===== src/rtl/sts_pkg.sv =====
// Shared constants, codes and control types of the sorted table search core.
package sts_pkg;

  localparam int DEPTH      = 1024;
  localparam int WORD_BITS  = 32;
  localparam int DATA_BITS  = 32;
  localparam int RANGE_BITS = 10;
  localparam int MODE_BITS  = 2;
  localparam int ADDR_BITS  = $clog2(DEPTH);
  // Signed cursor width: holds any range index, DEPTH itself and minus one.
  localparam int CUR_BITS   = ((ADDR_BITS > RANGE_BITS) ? ADDR_BITS : RANGE_BITS) + 2;

  typedef enum logic [MODE_BITS-1:0] {
    MODE_LOAD = 2'd0,
    MODE_BIN  = 2'd1,
    MODE_LIN  = 2'd2,
    MODE_NONE = 2'd3
  } mode_t;

  typedef enum logic [6:0] {
    S_CLEAR     = 7'b0000001,
    S_IDLE      = 7'b0000010,
    S_BIN_PROBE = 7'b0000100,
    S_BIN_CMP   = 7'b0001000,
    S_LIN_PROBE = 7'b0010000,
    S_LIN_CMP   = 7'b0100000,
    S_DONE      = 7'b1000000
  } state_t;

  typedef struct packed {
    logic clear_wr;
    logic load_wr;
    logic capture;
    logic probe_bin;
    logic probe_lin;
    logic cmp_bin;
    logic cmp_lin;
    logic out_load;
  } sts_cmd_t;

  typedef struct packed {
    logic clear_last;
    logic range_ok;
    logic hit;
    logic out_free;
  } sts_stat_t;

  // Sign-extend the input word, then keep it in WORD_BITS bits.
  function automatic logic signed [WORD_BITS-1:0] key_from_input(
      input logic signed [DATA_BITS-1:0] raw);
    logic signed [63:0] ext;
    ext = 64'(raw);
    return ext[WORD_BITS-1:0];
  endfunction

endpackage


===== src/rtl/sts_ctrl.sv =====
// Controller state machine of the sorted table search core.
module sts_ctrl (
  input  logic                              clk,
  input  logic                              rst_n,
  input  logic                              in_valid,
  input  logic [sts_pkg::MODE_BITS-1:0]     in_mode,
  output logic                              in_ready,
  input  sts_pkg::sts_stat_t                stat,
  output sts_pkg::sts_cmd_t                 cmd
);

  sts_pkg::state_t state_r, state_nxt;

  always_ff @(posedge clk) begin
    if (!rst_n) begin
      state_r <= sts_pkg::S_CLEAR;
    end else begin
      state_r <= state_nxt;
    end
  end

  always_comb begin
    state_nxt = state_r;
    cmd       = '0;
    in_ready  = 1'b0;
    unique case (state_r)
      sts_pkg::S_CLEAR: begin
        cmd.clear_wr = 1'b1;
        if (stat.clear_last) state_nxt = sts_pkg::S_IDLE;
      end
      sts_pkg::S_IDLE: begin
        in_ready = 1'b1;
        if (in_valid) begin
          priority if (in_mode == sts_pkg::MODE_LOAD) begin
            cmd.load_wr = 1'b1;
          end else if (in_mode == sts_pkg::MODE_BIN) begin
            cmd.capture = 1'b1;
            state_nxt   = sts_pkg::S_BIN_PROBE;
          end else if (in_mode == sts_pkg::MODE_LIN) begin
            cmd.capture = 1'b1;
            state_nxt   = sts_pkg::S_LIN_PROBE;
          end else begin
            state_nxt = sts_pkg::S_IDLE;
          end
        end
      end
      sts_pkg::S_BIN_PROBE: begin
        if (stat.range_ok) begin
          cmd.probe_bin = 1'b1;
          state_nxt     = sts_pkg::S_BIN_CMP;
        end else begin
          state_nxt = sts_pkg::S_DONE;
        end
      end
      sts_pkg::S_BIN_CMP: begin
        cmd.cmp_bin = 1'b1;
        state_nxt   = stat.hit ? sts_pkg::S_DONE : sts_pkg::S_BIN_PROBE;
      end
      sts_pkg::S_LIN_PROBE: begin
        if (stat.range_ok) begin
          cmd.probe_lin = 1'b1;
          state_nxt     = sts_pkg::S_LIN_CMP;
        end else begin
          state_nxt = sts_pkg::S_DONE;
        end
      end
      sts_pkg::S_LIN_CMP: begin
        cmd.cmp_lin = 1'b1;
        state_nxt   = stat.hit ? sts_pkg::S_DONE : sts_pkg::S_LIN_PROBE;
      end
      sts_pkg::S_DONE: begin
        if (stat.out_free) begin
          cmd.out_load = 1'b1;
          state_nxt    = sts_pkg::S_IDLE;
        end
      end
      default: begin
        state_nxt = sts_pkg::S_IDLE;
      end
    endcase
  end

endmodule


===== config.mk =====
export PLATFORM = sky130hd
export DESIGN_NAME = sts_ctrl
export DESIGN_NICKNAME = d
export VERILOG_FILES = /design/src/rtl/sts_pkg.sv /design/src/rtl/sts_ctrl.sv
export SDC_FILE = /design/constraint.sdc
export NUM_CORES = 1
export LEC_CHECK = 0
export BUFFER_PORTS_ARGS = -buffer_cell sky130_fd_sc_hd__buf_2
export CAP_MARGIN = 40
export CORE_AREA = 2 2 39 41
export CTS_BUF_LIST = sky130_fd_sc_hd__clkbuf_4
export CTS_CLUSTER_SIZE = 8
export DETAILED_ROUTE_END_ITERATION = 8
export DIE_AREA = 0 0 41 43
export PLACE_DENSITY_LB_ADDON = 0.3
export SYNTH_ARGS = -nofsm -noshare
export SYNTH_HDL_FRONTEND = slang
export SYNTH_SLANG_ARGS = --single-unit

===== constraint.sdc =====
create_clock -name clk -period 2.1 [get_ports clk]
set_input_delay 0.105 -clock clk [delete_from_list [all_inputs] [get_ports clk]]
set_output_delay 0.105 -clock clk [all_outputs]
set_load 0.01 [all_outputs]

# [After elaboration in Yosys (flattened, before gate mapping)]
# Index checks and enable logic that the tools add are counted.
# Widths: inputs -> output; s select.
[op_classes] multipliers=0 order_cmp=0 shifts=0 n_reduce_logical=2 n_bitwise=0 muxes=26 eq_ne=13 div=0 addsub=0
[op_table] cell="$mux 7" count=9
[op_table] cell="$pmux 7 s7" count=1
[op_table] cell="$mux 1" count=13
[op_table] cell="$ne 2x2->1 const B" count=4
[op_table] cell="$eq 7x1->1 const B" count=1
[op_table] cell="$eq 7x2->1 const B" count=1
[op_table] cell="$eq 7x3->1 const B" count=1
[op_table] cell="$eq 7x4->1 const B" count=1
[op_table] cell="$eq 7x5->1 const B" count=1
[op_table] cell="$eq 7x6->1 const B" count=1
[op_table] cell="$eq 7x7->1 const B" count=1
[op_table] cell="$mux 5" count=1
[op_table] cell="$mux 2" count=2
[op_table] cell="$reduce_and 4->1" count=1
[op_table] cell="$eq 2x1->1 const B" count=1
[op_table] cell="$eq 2x2->1 const B" count=1
[op_table] cell="$logic_not 2->1" count=1
[word_totals] ram_bits=0 reg_bits=7 latchBits=0 in_bits=9 memories=0 wordCells=42 romBits=0

# [Depth between registers and ports, before layout]
# Gate-level depths: netlist (run 1).
[depth] ltp_word=6 mapped_depth=6

# [Least setup slack after synthesis (run 1)]
# OpenSTA, ideal clock, no wires.
[synth_timing] path_type="register to register" from="reg state_r[3]" to="reg state_r[1]" arrival_ps=1609 slack_ps=403 stages_incl_launch_ff=6 setup_ps=88 cell_sequence="dfxtp_1 -> buf_6 -> or4_4 -> nor4b_4 -> nand2b_2 -> a311oi_2"
[synth_between] elab_chain_len=3
[synth_rtl] element="from (decl)" line="sts_ctrl.sv:12" rtl="sts_pkg::state_t state_r, state_nxt;"
[synth_rtl] element="from (signal assigned)" line="sts_ctrl.sv:16" rtl="state_r <= sts_pkg::S_CLEAR;"
[synth_rtl] element="from (signal assigned)" line="sts_ctrl.sv:18" rtl="state_r <= state_nxt;"
[synth_rtl] element="$eq 7x2->1, or another cell as far along" line="sts_ctrl.sv:26" rtl="unique case (state_r)"
[synth_rtl] element="$ne 2x2->1 (no source line)"
[synth_rtl] element="$reduce_and 4->1 (no source line)"
# Several ways; a longest one is shown, not always the timed one.
# A chain may end at the register's enable or synchronous reset.

==> results of run 1 <==
==> synthesized netlist by cell type (all sizes together) <==
master,n
a311oi,1
nor3b,4
or3,2
xor2,1
nand3,1
inv,5
nor4b,2
o2111a,1
and3,5
a21boi,1
clkbuf,1
dfxtp,7
nor2b,1
or4b,1
nor4,4
buf,3
ha,3
xnor2,1
a22oi,1
a31oi,1
and2,2
or4,1
o21a,1
a41oi,1
nor3,3
nand2,1
and4,1
o21ai,2
or2,1
nand2b,3
nor2,6
==> layer usage <==
layer / share of wire / wire, microns
met4: 0 / 0
met1: 0.47 / 625
met3: 0.029 / 39
met2: 0.50 / 672
met5: 0 / 0
==> power breakdown <==
group	switching, mW	internal, mW	total (mW)
clock	0.0518	0.0856	0.137
combinational	0.0345	0.0349	0.0694
sequential	0.00470	0.137	0.141
==> final cells by class <==
type	instances	area, sq um
inverters	5	18.77
clock buffers	4	30.03
well taps	16	20.02
flip-flops and latches	7	140.1
repair buffers	20	107.6
fillers	145	664.4
multi-input cells	52	402.9
==> repair_timing <==
item | in CTS | in global routing
setup buffers | 0 | 2
setup endpoints to repair | 0 | 2
endpoints found under the hold margin | 0 | 0
==> worst reg2reg max path: cells and delay by family (launching register included) <==
| family | cells | cell delay [ns] |
|---|---|---|
| simple gates | 3 | 0.99 |
| flops | 1 | 0.36 |
| compound gates | 1 | 0.24 |
| buf+inv | 1 | 0.17 |
==> kinds of logic (layout without fill, tap and decap cells) <==
| kind of cell | Yosys count | after routing | synth area share |
|---|---|---|---|
| xor gates and xnor gates | 2 | 2 | 0.02973 |
| and+or+nand+nor | 38 | 38 | 0.4649 |
| DFF | 7 | 7 | 0.2378 |
| adders and majority gates | 3 | 3 | 0.06370 |
| AOI/OAI and AO/OA | 9 | 9 | 0.1253 |
| buffers and inverters | 9 | 29 | 0.07855 |
==> worst max-delay path by stage <==
| stage | slack, ns | depth (start not counted) | to |
|---|---|---|---|
| final | 0.11 | 4 | cmd[5] |
| after detailed placement | 0.38 | 4 | cmd[5] |
| after CTS | 0.1 | 4 | cmd[5] |
| after global routing | 0.03 | 4 | cmd[5] |
| after floorplan | 0.40 | 5 | state_r[1] |
| after global placement | 0.41 | 4 | cmd[5] |
==> per-stage QoR <==
stage                     setup slack (ns)  std cells
final                               0.1053        104
after global routing               0.02958        104
after CTS                          0.09733        102
after detailed placement            0.3795         98
after global placement              0.4053         98
after floorplan                     0.4032         68
==> cell usage in the layout (no fill, tap or decap), types with 2 or more instances in the layout <==
cell,count
or3_1,2
nand2b_1,2
o21ai_0,2
nor4_1,2
ha_1,3
nor3_1,2
dfxtp_1,7
buf_4,3
nor2_1,6
nor4_2,2
nor3b_1,4
and2_1,2
and3_2,2
inv_1,5
and3_1,3
clkbuf_4,4
buf_2,17
==> impl_metrics.tcl, run 1 <==
set metrics [dict create \
    reg2regPathDepth 5 \
    place_congestion 0.8334 \
    startpoint "state_r[2]" \
    grt_overflow 0 \
    critPathTopFamily "simple AND/OR/NAND/NOR gates" \
    max_freq_mhz 501.3 \
    synth_top_area_cell "dfxtp_1" \
    dr.pass1.iters 4 \
    ctsResizeCount 0 \
    antenna_cells 0 \
    powerDensity_mw_per_mm2 483.9 \
    drtIter0Drc 9 \
    antenna_found_initial 0 \
    ir_worst_vdd_mv 0.3151 \
    largest_reg_flops 7 \
    cp_max_fo 7 \
    synth.cell_area_sq_um 589.3 \
    critPathLaunchType "register" \
    drive_gt1_frac 0.3977 \
    buffer_ports.inserted 17 \
    hold_path.class "in2reg" \
    finalPower_mw 0.3481 \
    maxCapViolCount 0 \
    status "finished clean" \
    yosys.area.top_type_share 0.2378 \
    syn_nets 80 \
    antenna_left 0 \
    grt_pass1_vias 536 \
    synth_area_leaders "dfxtp_1 24%, ha_1 6.4%, nor3b_1 5.1%" \
    fin_area_sq_um 719.4 \
    largest-register "state_r" \
    grt_use_met2 0.2844 \
    post_dp_cell_area_sq_um 674.4 \
    slowest_delay_ns 0.59 \
    cts_buffers 3 \
    p_leak_nw 0.3354 \
    hold_viol_final 0 \
    setup_viol 0 \
    slew_viol_final 0 \
    path_class "reg2out" \
    die_x_microns 41 \
    tightestPinTransition_ns 0.4012 \
    hold_slack_ns 0.1110 \
    reg2reg_from "state_r[2]" \
    initial_core_util 0.4259 \
    htree_levels 1 \
    synth_warnings 0 \
    cts-root-buf "clkbuf_4" \
    area_growth_pct 22.08 \
    vias 568 \
    ys_seq_area_frac 0.2378 \
    grt_max_degree 10 \
    hpwl_microns 1069 \
    min_from "rst_n" \
    viasPerCell 5.462 \
    use_met1 0.2338 \
    min_period_over_period 0.9499 \
    clk_transition_reported_paths_ns 0.06 \
    clkLatencyLatePin_ns 0.25 \
    top_regs "state_r (7)" \
    grt_pass1_wl_microns 2201 \
    grt_busiest_layer "met2" \
    skew_ns 0.006226 \
    pin_count 18 \
    min_period_ns 1.995 \
    hold_depth 2 \
    wire_per_inst_microns 12.86 \
    cts_tree "built" \
    yosysUniqueCellTypes 38 \
    cts_sinks 7 \
    end_kind "primary output" \
    max-slew-margin-rel 0.7301 \
    gr-usage-met3 0.03141 \
    critPathBufInv 1 \
    synth_cells 68 \
    track_usage 0.1803 \
    holdPathEnd "state_r[0]" \
    setup_tns_ns 0 \
    row_count 14 \
    core_area_sq_mm 0.001384 \
    utilization 0.5199 \
    clockBufferDepth 2 \
    worstReg2RegEnd "state_r[1]" \
    critPathSlowestCell "or4_4" \
    fin_nets 101 \
    drcViolationCount 0 \
    rsz0062_at_grt "false" \
    dieArea_sq_mm 0.001763 \
    critPathRequiredTime_ns 2.00 \
    holdBufCountCts 0 \
    syn-mean-instance-area_sq_um 8.666 \
    rrSetupSlack_ns 0.25 \
    ys_ff_latch 7 \
    chipHeight_microns 43 \
    crit_chain "or4_4 -> nor4b_4 -> and3_2 -> buf_2" \
    cp.arrival_ns 1.89 \
    drt_wl_total_microns 1337 \
]
Note: power is estimated with default switching activity, not from simulation.
==> run 2: changes to the inputs <==
clock period = 2.27 ns   (was 2.1 ns; I/O delays follow)
==> impl_metrics.tcl, run 2 (synthesis gave the netlist of run 1 again) <==
set metrics [dict create \
    status "finished clean" \
    clk_transition_reported_paths_ns 0.06 \
    row_count 14 \
    tightestPinTransition_ns 0.3839 \
    holdBufCountCts 0 \
    cp_max_fo 7 \
    min_period_over_period 0.9013 \
    slew_viol_final 0 \
    critPathLaunchType "register" \
    holdPathEnd "state_r[0]" \
    drive_gt1_frac 0.3765 \
    grt_pass1_wl_microns 2304 \
    htree_levels 1 \
    initial_core_util 0.4259 \
    buffer_ports.inserted 17 \
    core_area_sq_mm 0.001384 \
    cts_buffers 3 \
    antenna_left 0 \
    hold_depth 2 \
    dp_cells 97 \
    vias 571 \
    mostFrequentLayoutCells "17 x buf_2, 7 x dfxtp_1, 6 x nor2_1" \
    critPathSlowestCell "or4_4" \
    ctsResizeCount 0 \
    track_usage 0.1913 \
    fin_nets 98 \
    reg2reg_from "state_r[2]" \
    critPathRequiredTime_ns 2.16 \
    hpwl_microns 1022 \
    clkLatencyLatePin_ns 0.26 \
    grt_max_degree 11 \
    ir_worst_vdd_mv 0.2134 \
    path_class "reg2out" \
    chipHeight_microns 43 \
    min_from "rst_n" \
    area_growth_pct 18.26 \
    setup_tns_ns 0 \
    top_regs "state_r (7)" \
    clockBufferDepth 2 \
    finalPower_mw 0.3205 \
    crit_chain "or4_4 -> nor4b_4 -> and3_2 -> buf_2" \
    worstReg2RegEnd "state_r[2]" \
    cp.arrival_ns 1.93 \
    viasPerCell 5.653 \
    max_freq_mhz 488.8 \
    max-slew-margin-rel 0.7417 \
    maxCapViolCount 0 \
    hold_path.class "in2reg" \
    p_leak_nw 0.3198 \
    setup_ws_ns 0.2241 \
    dieArea_sq_mm 0.001763 \
    cts_sinks 7 \
    largest-register "state_r" \
    setup_viol 0 \
    cts_setup_buffers 0 \
    largest_reg_flops 7 \
    drcViolationCount 0 \
    reg2regPathDepth 4 \
    end_kind "primary output" \
    rsz0062_at_grt "false" \
    layout_commonest_cell "buf_2" \
    nFillCells 129 \
    skew_ns 0.006283 \
    startpoint "state_r[2]" \
    rrSetupSlack_ns 0.52 \
    place_congestion 0.7534 \
    die_x_microns 41 \
    dr.pass1.iters 3 \
    dp_slack_ns 0.5271 \
    pin_count 18 \
    drt_wl_total_microns 1298 \
    powerDensity_mw_per_mm2 459.9 \
    antenna_found_initial 0 \
    min_period_ns 2.046 \
    antenna_cells 0 \
    drtIter0Drc 6 \
    hold_viol_final 0 \
    slowest_delay_ns 0.59 \
    wire_per_inst_microns 12.85 \
    cts-root-buf "clkbuf_4" \
    stdcell_count 101 \
    grt_overflow 0 \
    grt_pass1_vias 532 \
    cts_tree "built" \
]
run 2: cell types whose count changed in the layout (fill, tap and decap cells not counted), sizes merged:
cell	previous run	this run
buf	20	17
run 2: how the worst max path moves through the flow:
| stage | to | slack, ns | cells past startpoint |
|---|---|---|---|
| after floorplan | state_r[1] | 0.57 | 5 |
| after global placement | cmd[5] | 0.57 | 4 |
| after detailed placement | cmd[5] | 0.53 | 4 |
| after CTS | cmd[5] | 0.24 | 4 |
| after global routing | cmd[5] | 0.15 | 4 |
| final | cmd[5] | 0.22 | 4 |
run 2: area by class of cell:
class                   instances  area [sq um]  area share
inverters                       5         18.77     0.02693
multi-input cells              52         402.9      0.5781
repair buffers                 17         85.08      0.1221
well taps                      16         20.02     0.02873
flip-flops and latches          7         140.1      0.2011
clock buffers                   4         30.03     0.04309
run 2: per-stage QoR:
stage                 util  instance area, sq um  hold slack [ns]
finish              0.5036                 696.9           0.1130
global route        0.5036                 696.9           0.1255
CTS                 0.5036                 696.9           0.1093
detailed placement  0.4819                 666.9           0.3715
global placement    0.4819                 666.9           0.3804
floorplan                -                 589.3           0.2140
run 2: power breakdown:
group          total [mW]  switching [mW]  internal, mW
Clock               0.131          0.0517        0.0794
Combinational      0.0547          0.0272        0.0275
Sequential          0.135         0.00823         0.126
Total               0.320          0.0871         0.233
run 2: critical path: cells and delay by family, from the launching register on:
| family | cells | cell delay (ns) |
|---|---|---|
| DFF | 1 | 0.36 |
| and+or+nand+nor | 3 | 1.19 |
| buffers and inverters | 1 | 0.12 |
run 2: metal layers:
metal	vias to the layer above	routed length [microns]	part of all wire	track usage
met1	272	567	0.44	0.2435
met4	0	23	0.018	0.1000
li1	285	-	-	-
met5	-	0	0	0
met3	3	52	0.040	0.04712
met2	11	655	0.50	0.2844
